<file path="config.mk">
export PLATFORM = sky130hd
export DESIGN_NAME = tone_melody_sweep_sequencer_core
export DESIGN_NICKNAME = d
export VERILOG_FILES = /design/src/hw/rtl/tms_pkg.sv /design/src/hw/rtl/tms_divider.sv /design/src/hw/rtl/tms_sequencer.sv /design/src/hw/rtl/tone_melody_sweep_sequencer_core.sv
export SDC_FILE = /design/constraint.sdc
export NUM_CORES = 1
export LEC_CHECK = 0
export ABC_AREA = 0
export ABC_CLOCK_PERIOD_IN_PS = 11200
export BUFFER_PORTS_ARGS = -buffer_cell sky130_fd_sc_hd__buf_2
export CORE_UTILIZATION = 50
export CTS_CLUSTER_DIAMETER = 80
export DETAILED_ROUTE_END_ITERATION = 6
export PLACE_DENSITY = 0.7
export SLEW_MARGIN = 20
export SYNTH_ARGS = -nofsm -noshare
export SYNTH_HDL_FRONTEND = slang
export SYNTH_SLANG_ARGS = --single-unit
</file>
<file path="constraint.sdc">
create_clock -name clock -period 11.2 [get_ports clock]
set_input_delay 0.56 -clock clock [delete_from_list [all_inputs] [get_ports clock]]
set_output_delay 0.56 -clock clock [all_outputs]
set_load 0.01 [all_outputs]
</file>
<file path="src/hw/rtl/tms_pkg.sv">
// ----------------------------------------------------------------------------
// tms_pkg
// Shared widths, codes, melody tables and the control program of the tone
// melody / sweep sequencer.
// ----------------------------------------------------------------------------
package tms_pkg;

   localparam int NUM_MELODIES   = 6;
   localparam int MAX_NOTES      = 12;
   localparam int TONE_NUMERATOR = 31250;

   localparam int MODE_W     = 2;
   localparam int SEL_W      = 3;
   localparam int TICKS_W    = 10;
   localparam int HOLD_W     = 8;
   localparam int START_W    = 10;
   localparam int FREQ_W     = 11;
   localparam int POS_W      = 4;
   localparam int LEN_W      = 5;
   localparam int CMP_W      = 8;
   localparam int REQ_DATA_W = 16;
   localparam int RSP_DATA_W = 16;
   localparam int CSR_ADDR_W = 1;
   localparam int CSR_DATA_W = 10;
   localparam int PC_W       = 3;

   localparam logic [MODE_W-1:0] MODE_BOOT  = 2'd0;
   localparam logic [MODE_W-1:0] MODE_WAIT  = 2'd1;
   localparam logic [MODE_W-1:0] MODE_PLAY  = 2'd2;
   localparam logic [MODE_W-1:0] MODE_SWEEP = 2'd3;

   localparam logic [MODE_W-1:0] REQ_PLAY  = 2'd1;
   localparam logic [MODE_W-1:0] REQ_SWEEP = 2'd2;

   localparam logic [CSR_ADDR_W-1:0] CSR_NOTE_HOLD   = 1'd0;
   localparam logic [CSR_ADDR_W-1:0] CSR_SWEEP_START = 1'd1;

   localparam logic [HOLD_W-1:0]  HOLD_RESET  = 8'd16;
   localparam logic [START_W-1:0] START_RESET = 10'd250;
   localparam logic [FREQ_W-1:0]  FREQ_RESET  = 11'd250;

   localparam logic [LEN_W-1:0] MELODY_LEN [8] = '{
      5'd12, 5'd2, 5'd3, 5'd3, 5'd3, 5'd8, 5'd0, 5'd0
   };

   localparam logic [FREQ_W-1:0] MELODY_ROM [8][16] = '{
      '{11'd261, 11'd261, 11'd523, 11'd440, 11'd392, 11'd329, 11'd392, 11'd392,
        11'd392, 11'd293, 11'd293, 11'd293, 11'd0, 11'd0, 11'd0, 11'd0},
      '{11'd523, 11'd523, 11'd0, 11'd0, 11'd0, 11'd0, 11'd0, 11'd0,
        11'd0, 11'd0, 11'd0, 11'd0, 11'd0, 11'd0, 11'd0, 11'd0},
      '{11'd200, 11'd200, 11'd0, 11'd0, 11'd0, 11'd0, 11'd0, 11'd0,
        11'd0, 11'd0, 11'd0, 11'd0, 11'd0, 11'd0, 11'd0, 11'd0},
      '{11'd320, 11'd180, 11'd180, 11'd0, 11'd0, 11'd0, 11'd0, 11'd0,
        11'd0, 11'd0, 11'd0, 11'd0, 11'd0, 11'd0, 11'd0, 11'd0},
      '{11'd261, 11'd523, 11'd523, 11'd0, 11'd0, 11'd0, 11'd0, 11'd0,
        11'd0, 11'd0, 11'd0, 11'd0, 11'd0, 11'd0, 11'd0, 11'd0},
      '{11'd261, 11'd329, 11'd392, 11'd523, 11'd523, 11'd392, 11'd523, 11'd523,
        11'd0, 11'd0, 11'd0, 11'd0, 11'd0, 11'd0, 11'd0, 11'd0},
      '{11'd0, 11'd0, 11'd0, 11'd0, 11'd0, 11'd0, 11'd0, 11'd0,
        11'd0, 11'd0, 11'd0, 11'd0, 11'd0, 11'd0, 11'd0, 11'd0},
      '{11'd0, 11'd0, 11'd0, 11'd0, 11'd0, 11'd0, 11'd0, 11'd0,
        11'd0, 11'd0, 11'd0, 11'd0, 11'd0, 11'd0, 11'd0, 11'd0}
   };

   typedef enum logic [2:0] {
      OP_NONE      = 3'd0,
      OP_ACCEPT    = 3'd1,
      OP_MODE      = 3'd2,
      OP_ACT       = 3'd3,
      OP_LOAD_TONE = 3'd4,
      OP_EMIT      = 3'd5
   } op_type;

   typedef enum logic [2:0] {
      COND_NEVER    = 3'd0,
      COND_ALWAYS   = 3'd1,
      COND_NO_INPUT = 3'd2,
      COND_NO_TONE  = 3'd3,
      COND_DIV_BUSY = 3'd4,
      COND_OUT_FULL = 3'd5
   } cond_type;

   typedef struct packed {
      op_type          op;
      cond_type        cond;
      logic [PC_W-1:0] target;
   } ctrl_word_type;

   typedef struct packed {
      logic no_input;
      logic no_tone;
      logic div_busy;
      logic out_full;
   } status_type;

   localparam logic [PC_W-1:0] STEP_IDLE   = 3'd0;
   localparam logic [PC_W-1:0] STEP_MODE   = 3'd1;
   localparam logic [PC_W-1:0] STEP_ACT    = 3'd2;
   localparam logic [PC_W-1:0] STEP_DIV    = 3'd3;
   localparam logic [PC_W-1:0] STEP_SAT    = 3'd4;
   localparam logic [PC_W-1:0] STEP_EMIT   = 3'd5;
   localparam logic [PC_W-1:0] STEP_RETURN = 3'd6;

   // Control store: a jump is taken when its condition holds, else fall through.
   function automatic ctrl_word_type ucode(input logic [PC_W-1:0] pc);
      ctrl_word_type cw;
      unique case (pc)
         STEP_IDLE:   cw = '{OP_ACCEPT,    COND_NO_INPUT, STEP_IDLE};
         STEP_MODE:   cw = '{OP_MODE,      COND_NEVER,    STEP_IDLE};
         STEP_ACT:    cw = '{OP_ACT,       COND_NO_TONE,  STEP_EMIT};
         STEP_DIV:    cw = '{OP_NONE,      COND_DIV_BUSY, STEP_DIV};
         STEP_SAT:    cw = '{OP_LOAD_TONE, COND_NEVER,    STEP_IDLE};
         STEP_EMIT:   cw = '{OP_EMIT,      COND_OUT_FULL, STEP_EMIT};
         STEP_RETURN: cw = '{OP_NONE,      COND_ALWAYS,   STEP_IDLE};
         default:     cw = '{OP_NONE,      COND_ALWAYS,   STEP_IDLE};
      endcase
      return cw;
   endfunction

endpackage

</file>
<file path="src/hw/rtl/tms_divider.sv">
// ----------------------------------------------------------------------------
// tms_divider
// Bit-serial restoring divider: fixed numerator over a frequency divisor,
// one quotient bit per cycle.
// ----------------------------------------------------------------------------
module tms_divider #(
   parameter int TONE_NUMERATOR = tms_pkg::TONE_NUMERATOR
) (
   input  logic                                      clock,
   input  logic                                      reset,
   input  logic                                      start,
   input  logic [tms_pkg::FREQ_W-1:0]                divisor,
   output logic                                      busy,
   output logic [$clog2(TONE_NUMERATOR+1)-1:0]      quotient
);

   localparam int NUM_W = $clog2(TONE_NUMERATOR + 1);
   localparam int CNT_W = $clog2(NUM_W + 1);
   localparam int FW    = tms_pkg::FREQ_W;
   localparam logic [NUM_W-1:0] DIVIDEND = NUM_W'(TONE_NUMERATOR);

   logic [CNT_W-1:0] cnt_ff, cnt_in;
   logic [NUM_W-1:0] shift_ff, shift_in;
   logic [FW-1:0]    rem_ff, rem_in;
   logic [FW-1:0]    div_ff, div_in;
   logic [FW:0]      trial;
   logic [FW:0]      diff;
   logic             fits;

   assign trial = {rem_ff, shift_ff[NUM_W-1]};
   assign diff  = trial - {1'b0, div_ff};
   assign fits  = trial >= {1'b0, div_ff};

   always_comb begin
      cnt_in   = cnt_ff;
      shift_in = shift_ff;
      rem_in   = rem_ff;
      div_in   = div_ff;
      if (start) begin
         cnt_in   = CNT_W'(NUM_W);
         shift_in = DIVIDEND;
         rem_in   = '0;
         div_in   = divisor;
      end else if (cnt_ff != '0) begin
         // shift the next dividend bit into the remainder, quotient bit in at the bottom
         cnt_in   = cnt_ff - CNT_W'(1);
         shift_in = {shift_ff[NUM_W-2:0], fits};
         rem_in   = fits ? diff[FW-1:0] : trial[FW-1:0];
      end
   end

   always_ff @(posedge clock) begin
      if (reset) begin
         cnt_ff <= '0;
      end else begin
         cnt_ff <= cnt_in;
      end
      shift_ff <= shift_in;
      rem_ff   <= rem_in;
      div_ff   <= div_in;
   end

   assign busy     = cnt_ff != '0;
   assign quotient = shift_ff;

endmodule

</file>
<file path="src/hw/rtl/tms_sequencer.sv">
// ----------------------------------------------------------------------------
// tms_sequencer
// Step counter over the control store; issues one datapath op per cycle and
// takes conditional jumps on datapath status.
// ----------------------------------------------------------------------------
module tms_sequencer (
   input  logic                clock,
   input  logic                reset,
   input  tms_pkg::status_type status,
   output tms_pkg::op_type     op
);

   logic [tms_pkg::PC_W-1:0] pc_ff, pc_in;
   tms_pkg::ctrl_word_type   cw;
   logic                     take;

   assign cw = tms_pkg::ucode(pc_ff);

   always_comb begin
      unique case (cw.cond)
         tms_pkg::COND_NEVER:    take = 1'b0;
         tms_pkg::COND_ALWAYS:   take = 1'b1;
         tms_pkg::COND_NO_INPUT: take = status.no_input;
         tms_pkg::COND_NO_TONE:  take = status.no_tone;
         tms_pkg::COND_DIV_BUSY: take = status.div_busy;
         tms_pkg::COND_OUT_FULL: take = status.out_full;
         default:                take = 1'b1;
      endcase
      pc_in = take ? cw.target : pc_ff + tms_pkg::PC_W'(1);
   end

   always_ff @(posedge clock) begin
      if (reset) begin
         pc_ff <= tms_pkg::STEP_IDLE;
      end else begin
         pc_ff <= pc_in;
      end
   end

   assign op = cw.op;

endmodule

</file>
<file path="src/hw/rtl/tone_melody_sweep_sequencer_core.sv">
// A tick is accepted, the mode step runs, then the act step; a tick that loads
// a tone waits on the bit-serial divider, one quotient bit per cycle, then loads
// the saturated quotient; every tick ends by emitting its word, which stalls while
// the output is full. A new tick is accepted only after the last one is emitted.
// Reset: synchronous, clears mode to boot, state and config to defaults.
// ----------------------------------------------------------------------------
// tone_melody_sweep_sequencer_core
// Melody / frequency sweep tone sequencer: one tone compare word per tick,
// datapath driven by a microcoded step sequencer.
// ----------------------------------------------------------------------------
module tone_melody_sweep_sequencer_core #(
   parameter int TONE_NUMERATOR = tms_pkg::TONE_NUMERATOR
) (
   input  logic                              clock,
   input  logic                              reset,
   // req_tdata: [1:0] mode_request, [4:2] melody_select, [14:5] sweep_ticks
   input  logic                              req_tvalid,
   output logic                              req_tready,
   input  logic [tms_pkg::REQ_DATA_W-1:0]    req_tdata,
   // rsp_tdata: [7:0] tone_compare, [9:8] mode
   output logic                              rsp_tvalid,
   input  logic                              rsp_tready,
   output logic [tms_pkg::RSP_DATA_W-1:0]    rsp_tdata,
   input  logic                              csr_we,
   input  logic [tms_pkg::CSR_ADDR_W-1:0]    csr_addr,
   input  logic [tms_pkg::CSR_DATA_W-1:0]    csr_wdata
);

   localparam int QUOT_W = $clog2(TONE_NUMERATOR + 1);

   tms_pkg::op_type     seq_op;
   tms_pkg::status_type status;

   logic [tms_pkg::HOLD_W-1:0]  hold_ff, hold_in;
   logic [tms_pkg::START_W-1:0] start_freq_ff, start_freq_in;

   logic [tms_pkg::MODE_W-1:0]  req_mode_ff, req_mode_in;
   logic [tms_pkg::SEL_W-1:0]   req_sel_ff, req_sel_in;
   logic [tms_pkg::TICKS_W-1:0] req_ticks_ff, req_ticks_in;

   logic [tms_pkg::MODE_W-1:0]  mode_ff, mode_in;
   logic [tms_pkg::SEL_W-1:0]   melody_ff, melody_in;
   logic [tms_pkg::POS_W-1:0]   pos_ff, pos_in;
   logic [tms_pkg::TICKS_W-1:0] tick_ff, tick_in;
   logic [tms_pkg::FREQ_W-1:0]  sweep_freq_ff, sweep_freq_in;
   logic [tms_pkg::CMP_W-1:0]   compare_ff, compare_in;

   logic                            rsp_valid_ff, rsp_valid_in;
   logic [tms_pkg::RSP_DATA_W-1:0]  rsp_data_ff, rsp_data_in;

   logic [tms_pkg::LEN_W-1:0]   len_raw;
   logic [tms_pkg::LEN_W-1:0]   notes;
   logic                        notes_left;
   logic                        hold_more;
   logic                        sweep_active;
   logic                        play_load;
   logic                        act_tone;
   logic [tms_pkg::FREQ_W-1:0]  note_freq;
   logic [tms_pkg::FREQ_W-1:0]  tone_freq;
   logic [tms_pkg::TICKS_W-1:0] tick_inc;
   logic                        req_fire;
   logic                        out_full;
   logic                        div_start;
   logic                        div_busy;
   logic [QUOT_W-1:0]           quotient;
   logic [QUOT_W-1:0]           quot_m1;
   logic [tms_pkg::CMP_W-1:0]   tone_sat;

   tms_sequencer u_seq (
      .clock  (clock),
      .reset  (reset),
      .status (status),
      .op     (seq_op)
   );

   tms_divider #(
      .TONE_NUMERATOR (TONE_NUMERATOR)
   ) u_div (
      .clock    (clock),
      .reset    (reset),
      .start    (div_start),
      .divisor  (tone_freq),
      .busy     (div_busy),
      .quotient (quotient)
   );

   assign req_tready = seq_op == tms_pkg::OP_ACCEPT;
   assign req_fire   = req_tvalid && req_tready;
   assign out_full   = rsp_valid_ff && !rsp_tready;

   // melody length: nothing beyond the table, capped at the note limit
   assign len_raw = tms_pkg::MELODY_LEN[melody_ff];
   always_comb begin
      if (int'(melody_ff) >= tms_pkg::NUM_MELODIES) begin
         notes = '0;
      end else if (int'(len_raw) > tms_pkg::MAX_NOTES) begin
         notes = tms_pkg::LEN_W'(tms_pkg::MAX_NOTES);
      end else begin
         notes = len_raw;
      end
   end

   assign notes_left   = {1'b0, pos_ff} < notes;
   assign hold_more    = tick_ff < {2'b00, hold_ff};
   assign note_freq    = tms_pkg::MELODY_ROM[melody_ff][pos_ff];
   assign play_load    = (mode_ff == tms_pkg::MODE_PLAY) && notes_left && !hold_more;
   assign sweep_active = (mode_ff == tms_pkg::MODE_SWEEP) && (tick_ff < req_ticks_ff);
   assign tone_freq    = (mode_ff == tms_pkg::MODE_PLAY) ? note_freq : sweep_freq_ff;
   assign act_tone     = (play_load || sweep_active) && (tone_freq != '0);
   assign tick_inc     = tick_ff + tms_pkg::TICKS_W'(1);
   assign div_start    = (seq_op == tms_pkg::OP_ACT) && act_tone;

   assign quot_m1 = quotient - QUOT_W'(1);
   always_comb begin
      if (quotient == '0) begin
         tone_sat = '0;
      end else if (quot_m1 > QUOT_W'(255)) begin
         tone_sat = '1;
      end else begin
         tone_sat = quot_m1[tms_pkg::CMP_W-1:0];
      end
   end

   assign status = '{
      no_input: !req_tvalid,
      no_tone:  !act_tone,
      div_busy: div_busy,
      out_full: out_full
   };

   always_comb begin
      hold_in       = hold_ff;
      start_freq_in = start_freq_ff;
      req_mode_in   = req_mode_ff;
      req_sel_in    = req_sel_ff;
      req_ticks_in  = req_ticks_ff;
      mode_in       = mode_ff;
      melody_in     = melody_ff;
      pos_in        = pos_ff;
      tick_in       = tick_ff;
      sweep_freq_in = sweep_freq_ff;
      compare_in    = compare_ff;
      rsp_data_in   = rsp_data_ff;
      rsp_valid_in  = rsp_valid_ff && !rsp_tready;

      if (csr_we) begin
         if (csr_addr == tms_pkg::CSR_NOTE_HOLD) begin
            hold_in = csr_wdata[tms_pkg::HOLD_W-1:0];
         end
         if (csr_addr == tms_pkg::CSR_SWEEP_START) begin
            start_freq_in = csr_wdata[tms_pkg::START_W-1:0];
         end
      end

      unique case (seq_op)
         tms_pkg::OP_ACCEPT: begin
            if (req_tvalid) begin
               req_mode_in  = req_tdata[1:0];
               req_sel_in   = req_tdata[4:2];
               req_ticks_in = req_tdata[14:5];
            end
         end
         tms_pkg::OP_MODE: begin
            unique case (mode_ff)
               tms_pkg::MODE_BOOT: mode_in = tms_pkg::MODE_WAIT;
               tms_pkg::MODE_WAIT: begin
                  if (req_mode_ff == tms_pkg::REQ_PLAY) begin
                     melody_in = req_sel_ff;
                     tick_in   = '0;
                     pos_in    = '0;
                     mode_in   = tms_pkg::MODE_PLAY;
                  end else if (req_mode_ff == tms_pkg::REQ_SWEEP) begin
                     tick_in       = '0;
                     sweep_freq_in = {1'b0, start_freq_ff};
                     mode_in       = tms_pkg::MODE_SWEEP;
                  end
               end
               tms_pkg::MODE_PLAY: begin
                  if (!notes_left) begin
                     compare_in = '0;
                     if (req_mode_ff == tms_pkg::REQ_PLAY) begin
                        mode_in = tms_pkg::MODE_PLAY;
                     end else if (req_mode_ff == tms_pkg::REQ_SWEEP) begin
                        mode_in = tms_pkg::MODE_SWEEP;
                     end else begin
                        mode_in = tms_pkg::MODE_WAIT;
                     end
                  end
               end
               tms_pkg::MODE_SWEEP: begin
                  if (tick_ff >= req_ticks_ff) begin
                     compare_in = '0;
                     tick_in    = '0;
                     pos_in     = '0;
                     mode_in    = tms_pkg::MODE_PLAY;
                  end
               end
               default: mode_in = mode_ff;
            endcase
         end
         tms_pkg::OP_ACT: begin
            if (mode_ff == tms_pkg::MODE_PLAY) begin
               if (!notes_left) begin
                  compare_in = '0;
               end else if (hold_more) begin
                  tick_in = tick_inc;
               end else begin
                  tick_in = '0;
                  pos_in  = pos_ff + tms_pkg::POS_W'(1);
                  if (tone_freq == '0) begin
                     compare_in = '0;
                  end
               end
            end else if (sweep_active) begin
               tick_in = tick_inc;
               if (tone_freq == '0) begin
                  compare_in = '0;
               end
               // rise during the first half of the sweep, fall afterwards
               if (tick_inc < (req_ticks_ff >> 1)) begin
                  sweep_freq_in = sweep_freq_ff + tms_pkg::FREQ_W'(1);
               end else begin
                  sweep_freq_in = sweep_freq_ff - tms_pkg::FREQ_W'(1);
               end
            end
         end
         tms_pkg::OP_LOAD_TONE: compare_in = tone_sat;
         tms_pkg::OP_EMIT: begin
            if (!out_full) begin
               rsp_valid_in = 1'b1;
               rsp_data_in  = {(tms_pkg::RSP_DATA_W - tms_pkg::MODE_W - tms_pkg::CMP_W)'(0),
                               mode_ff, compare_ff};
            end
         end
         tms_pkg::OP_NONE: compare_in = compare_ff;
         default: compare_in = compare_ff;
      endcase
   end

   always_ff @(posedge clock) begin
      if (reset) begin
         hold_ff       <= tms_pkg::HOLD_RESET;
         start_freq_ff <= tms_pkg::START_RESET;
         mode_ff       <= tms_pkg::MODE_BOOT;
         melody_ff     <= '0;
         pos_ff        <= '0;
         tick_ff       <= '0;
         sweep_freq_ff <= tms_pkg::FREQ_RESET;
         compare_ff    <= '0;
         rsp_valid_ff  <= 1'b0;
      end else begin
         hold_ff       <= hold_in;
         start_freq_ff <= start_freq_in;
         mode_ff       <= mode_in;
         melody_ff     <= melody_in;
         pos_ff        <= pos_in;
         tick_ff       <= tick_in;
         sweep_freq_ff <= sweep_freq_in;
         compare_ff    <= compare_in;
         rsp_valid_ff  <= rsp_valid_in;
      end
      req_mode_ff  <= req_mode_in;
      req_sel_ff   <= req_sel_in;
      req_ticks_ff <= req_ticks_in;
      rsp_data_ff  <= rsp_data_in;
   end

   assign rsp_tvalid = rsp_valid_ff;
   assign rsp_tdata  = rsp_data_ff;

`ifndef NO_ASSERTIONS
   a_accept_then_mode: assert property (@(posedge clock) disable iff (reset)
      req_fire |=> (seq_op == tms_pkg::OP_MODE))
      else $error("accepted word not followed by mode step");

   a_tone_after_div: assert property (@(posedge clock) disable iff (reset)
      (seq_op == tms_pkg::OP_LOAD_TONE) |-> !div_busy)
      else $error("tone loaded while divider still running");

   a_mode_leaves_boot: assert property (@(posedge clock) disable iff (reset)
      (seq_op == tms_pkg::OP_MODE) |=> (mode_ff != tms_pkg::MODE_BOOT))
      else $error("mode step left the block in boot");

   a_wait_silent: assert property (@(posedge clock) disable iff (reset)
      (mode_ff == tms_pkg::MODE_WAIT) |-> (compare_ff == '0))
      else $error("tone compare not silent in wait");

   a_rsp_mode: assert property (@(posedge clock) disable iff (reset)
      $rose(rsp_valid_ff) |-> (rsp_data_ff[9:8] == mode_ff))
      else $error("result word mode differs from mode register");
`endif

endmodule

</file>
-- After elaboration in Yosys (flattened, before gate mapping)
Memory sizes are Yosys's and may differ from the RTL's.
Cells that the tools add are included.
Widths: inputs -> output; s select.
- add/subtract/negate cells: 8
- $lt $le $gt $ge: 11
- eq/ne operators: 39
- mux-type cells: 58
- bitwise gates (word level): 4
- reductions and logical operators: 31
- operators with widths (kind ; number):
    $mux 176 ; 2
    $mux 11 ; 10
    $mux 8 ; 9
    $mux 10 ; 7
    $pmux 9 s6 ; 1
    $bmux 11 s4 ; 1
    $pmux 10 s2 ; 2
    $mux 4 ; 7
    $pmux 8 s3 ; 1
    $pmux 11 s2 ; 1
    $ne 3x3->1 const B ; 7
    $mux 5 ; 4
    $eq 3x2->1 const B ; 6
    $eq 3x3->1 const B ; 6
    $reduce_and 6->1 ; 3
    $ne 2x2->1 const B ; 8
    $pmux 4 s2 ; 2
    $pmux 8 s2 ; 1
    $gt 15x8->1 const B ; 1
    $logic_not 15->1 ; 1
    $sub 15x1->15 const B ; 1
    $ge 12x11->1 ; 1
    $mux 2 ; 6
    $add 11x1->11 const B ; 1
    other kinds (42) ; 62
- register bits after elaboration: 126
- memory bits (read-only): 1448
- input bits: 32
- output and inout port bits: 18
- word-level logic and storage cells: 171
- memories kept: 2
- memory list (memory ; depth ; width ; read ports ; clocked after Yosys merged registers in ; wr ports ; RTL line ; text):
    (name not given) ; 8 ; 176 ; 1 ; 0 ; 0 ; tone_melody_sweep_sequencer_core.sv:105 ; assign note_freq = tms_pkg::MELODY_ROM[melody_ff][pos_ff];
    (name not given) ; 8 ; 5 ; 1 ; 0 ; 0 ; tone_melody_sweep_sequencer_core.sv:92 ; assign len_raw = tms_pkg::MELODY_LEN[melody_ff];

-- Longest topological paths before layout
- depth after elaboration: 15
- gate-level depth with buffers: 20
- depth with buffers taken out: 20

-- Cells and area by module
A second synthesis with hierarchy kept.
- cell total of the unflattened synthesis: 943
- area total of the unflattened synthesis: 8161.6 um^2
- modules (own cells, without submodules) (module ; times used ; cells an instance ; area each (um^2) ; sequential area each (um^2)):
    tone_melody_sweep_sequencer_core ; 1 ; 656 ; 5625.4 ; 1891.8
    tms_divider ; 1 ; 246 ; 2197.1 ; 930.9
    tms_sequencer ; 1 ; 41 ; 339.1 ; 60.1

-- Least setup slack after synthesis
Ideal clock, no wire load.
- path kind: flip-flop to flip-flop
- from: register tick_ff[0] (netlist bit)
- to: register sweep_freq_ff[10] (netlist bit)
- setup time: 74 ps
- data arrival time: 4277 ps
- required time: 11126 ps
- path slack: 6849 ps
- stages on the path, launching flop included: 20
- path buffers: 0
- clock period less this slack: 4351 ps
- cells stage by stage: dfxtp_1 > ha_1 > nand3_1 > inv_1 > and3_1 > xor2_1 > ha_1 > o2111ai_1 > a21oi_1 > a2111oi_0 > o211ai_1 > ha_1 > nor2b_1 > o21ai_0 > a21oi_1 > o41ai_1 > o21ai_0 > xor2_1 > or2_2 > a31oi_1
- cells in the longest elaborated chain, start to end: 6
- elaborated cells between the ends (all ways): 10
- classes of those cells: 1 x add/sub; 2 x order compare; 1 x eq/ne; 4 x mux; 2 x reduce/logical
- RTL lines (element ; RTL line ; text):
    start, declared ; tone_melody_sweep_sequencer_core.sv:44 ; logic [tms_pkg::TICKS_W-1:0] tick_ff, tick_in;
    start signal, assigned ; tone_melody_sweep_sequencer_core.sv:257 ; tick_ff <= tick_in;
    $add 10x1->10 ; tone_melody_sweep_sequencer_core.sv:110 ; assign tick_inc = tick_ff + tms_pkg::TICKS_W'(1);
    $lt 10x9->1 ; tone_melody_sweep_sequencer_core.sv:220 ; if (tick_inc < (req_ticks_ff >> 1)) begin
    $mux 11 ; tone_melody_sweep_sequencer_core.sv:220 ;
    $mux 11 ; tone_melody_sweep_sequencer_core.sv:214 ; end else if (sweep_active) begin
    $mux 11 ; tone_melody_sweep_sequencer_core.sv:202 ; if (mode_ff == tms_pkg::MODE_PLAY) begin
    $pmux 11 s2 ; tone_melody_sweep_sequencer_core.sv:155 ; unique case (seq_op)
    end signal, assigned ; tone_melody_sweep_sequencer_core.sv:248 ; sweep_freq_ff <= tms_pkg::FREQ_RESET;
    end signal, assigned ; tone_melody_sweep_sequencer_core.sv:258 ; sweep_freq_ff <= sweep_freq_in;
    end, declared ; tone_melody_sweep_sequencer_core.sv:45 ; logic [tms_pkg::FREQ_W-1:0] sweep_freq_ff, sweep_freq_in;
Several ways; a longest one is shown, not always the timed one. The select of a mux whose other input is x is not followed.
A chain may end at the register's enable or synchronous reset.

-- Worst setup path in the final report
Ends and elaborated chain as after synthesis.

==> impl_metrics.csv <==
group,metric,value,unit
run_status,status,"complete, no violations",
synth,synth_edf_count,36,
routing,ant_nets,0,
grt,grt_max_degree,45,
flow_run,drv_cap,0,
layout,nets,1033,
routing,finalWirelength,16800,um
timing,final.setup.tns,0,ps
clock_tree,clock_latency,420,ps
clock_tree,clkSinkCount,126,
timing,slew_viol_final,0,
pwr,leakage,0.00361,uW
synth,synth_area_leaders,"dfxtp_1 (23%), edfxtp_1 (14%), ha_1 (11%)",
pwr,peakVddDrop,0.131,mV
grt,antenna_found_initial,0,
worst_setup_path,critPathKind,"register to register",
floorplanning,die_h,127,um
synth,synth_seq_cells,126,
synth,avgSynthCellArea,8.55,sq um
floorplanning,rows,45,
floorplanning,core-area,15300,sq um
grt,track_usage,21.7,%
timing,finalClockSkew,9.00,ps
clock_tree,cts_tree,"done",
clock_tree,clockBufferDepth,2,
synth,synth_most_common_cell,"nand2_1",
floorplanning,die_x,127,um
synth,synth_warnings,0,
grt,grt-ovfl-total,0,
routing,vias,6433,
timing,fin_crit_sh,46.5,%
worst_setup_path,worstSetupEndpointType,"register",
timing,tightest_slew,1130,ps
timing,fin_hold_ws,315,ps
clock_tree,clkTransAtPathRegs,50,ps
clock_tree,cts_resized,0,
synth,yosysTopAreaCellShare,23.0,%
routing,routed_via_density,5.56,
pwr,seqPwrFrac,34.7,%
worst_setup_path,cp-start-kind,"register",
clock_tree,cts_made_buffers,17,
worst_setup_path,cp.arrival,5550,ps
timing,relSlewSlack,23.4,%
synth,ys_types,75,
timing,setup_viol,0,
synth,ys_seq_area_share,36.9,%
pwr,swShare,36.6,%
timing,min_period,5210,ps
synth,synth_ff_type,"dfxtp_1",
timing,fmax,0.192,GHz
worst_setup_path,critical_path.max_fanout,11,
routing,drtIter0Drc,354,
floorplanning,top_level_ports,50,
pwr,p_total,1830,uW
layout,area_growth,10.6,%
synth,async_reset_ff_share,0,%
synth,synthTopCellsByCount,"nand2_1 (110), dfxtp_1 (90), nor2_1 (80), ha_1 (66), a21oi_1 (61)",
routing,drc,0,
pwr,p_per_area,212,nW/um^2
pwr,pwr-share-comb,37.7,%
routing,first_pass_iters,5,
routing,wl_per_cell,14.5,um
worst_setup_path,crit_required,11540,ps
clock_tree,holdBufCountCts,0,
pwr,p_int,1160,uW
timing,rsz0062_at_grt,"no",
worst_hold_path,hold_class,"input port to register",
pwr,clock_power_share,27.6,%
pwr,power_switching,672,uW
layout,fin_area,8640,sq um
clock_tree,cts_root_buffer,"clkbuf_16",
grt,first_global_vias,5801,
synth,synth_cells,914,
floorplanning,die_area,16100,sq um
clock_tree,post-cts-setup-buffers,0,
synth,synth_area,7820,sq um
floorplanning,start_util,51.2,%
clock_tree,htree_levels,4,
placed_design,hpwl,12100,um
layout,layout-drive-gt1-share,9.94,%
synth,yosysTopAreaCell,"dfxtp_1",
timing,report.final.hold_viol_count,0,
placed_design,placed_area,8100,sq um
placed_design,numPortBuffers,42,
grt,grt_pass1_wl,27800,um
placed_design,place.gp.congestion,0.841,
layout,antenna-diode-count,0,
metal layers:
| layer | track usage (%) | share of wire (%) |
|---|---|---|
| met3 | 4.98 | 3.9 |
| met4 | 8.40 | 2.0 |
| met5 | 0 | 0 |
| met2 | 35.6 | 47 |
| met1 | 27.8 | 47 |
critical path, cell delays in order (launching register included):
cell,delay (ps)
dfxtp_1,450
ha_1,260
nand3_1,150
inv_1,100
and3_1,230
xor2_1,170
ha_1,270
o2111ai_1,100
a21oi_1,70
a2111oi_0,430
o211ai_1,530
ha_1,520
nor2b_1,160
o21ai_0,220
a21oi_1,140
o41ai_1,440
o21ai_0,200
xor2_1,180
or2_2,330
a31oi_1,150
cell type report:
cell class	instances	area [sq um]
timing repair buffer	46	240
inverter	53	200
fill	1418	6610
tap	211	264
multi-input combinational	689	4520
clock buffer	25	475
sequential	126	2880
clock inverter	7	66.3
flip-flops by register name, summed over array words and instances, names as in the netlist, 10 cells and up:
signal and count:
u_div.quotient 15, sweep_freq_ff 11, u_div.div_ff 11, u_div.rem_ff 11
req_ticks_ff 10, rsp_tdata 10, start_freq_ff 10, tick_ff 10
power by group through the flow:
| stage | logic [uW] | clock network (uW) | registers, uW |
|---|---|---|---|
| 2_1_floorplan | 559 | 0 | 620 |
| 3_3_place_gp | 680 | 0 | 642 |
| 3_5_place_dp | 689 | 0 | 643 |
| 4_1_cts | 693 | 515 | 634 |
| 5_1_grt | 785 | 536 | 647 |
| 6_report | 691 | 506 | 636 |
placed cells by master, fill, tap and decap left out, drive strengths merged, types with 10 or more instances in the layout:
| master | netlist | final |
|---|---|---|
| a21o | 13 | 13 |
| edfxtp | 36 | 36 |
| nor2b | 13 | 13 |
| nand3 | 41 | 41 |
| nor2 | 80 | 80 |
| nand2 | 110 | 110 |
| o21ai | 53 | 53 |
| nand2b | 19 | 19 |
| nor3 | 13 | 13 |
| a211oi | 22 | 22 |
| clkbuf | 26 | 25 |
| inv | 52 | 52 |
| dfxtp | 90 | 90 |
| buf | 25 | 46 |
| o211ai | 11 | 11 |
| a21oi | 61 | 61 |
| mux2i | 14 | 14 |
| xnor2 | 14 | 14 |
| ha | 66 | 66 |
| a22o | 10 | 10 |
| xor2 | 16 | 16 |
| a31oi | 11 | 11 |
through the flow:
stage,instances,setup slack (ps),util (%)
floorplan,919,6850,-
global placement,1125,6070,53.1
detailed placement,1125,6090,53.1
CTS,1157,6060,56.6
global route,1157,5580,56.7
finish,1157,5990,56.7
worst paths after layout:
kind | slack [ps] | depth (start not counted) | endpoint | from
setup / recovery | 5990 | 19 | sweep_freq_ff[10]$_SDFFE_PP0P_ | tick_ff[0]$_SDFFE_PP0P_
hold reg to reg | 430 | 0 | rsp_tdata[0]$_DFFE_PP_ | compare_ff[0]$_SDFFE_PP0P_
setup reg to reg | 5990 | 19 | sweep_freq_ff[10]$_SDFFE_PP0P_ | tick_ff[0]$_SDFFE_PP0P_
hold / removal | 310 | 1 | req_ticks_ff[0]$_DFFE_PP_ | req_tdata[5]
cells by family after synthesis:
kind of cell,Yosys count,synth area share (%)
AND/OR/NAND/NOR,333,20.5
AO/OA/AOI/OAI,237,20.5
flip-flops,126,36.9
buffers and inverters,104,5.73
adder cells (fa/ha/maj),68,11.1
XOR/XNOR,30,3.36
multiplexers,15,1.94
other,1,0.0480
No activity file was read; power rests on OpenSTA's default activity.
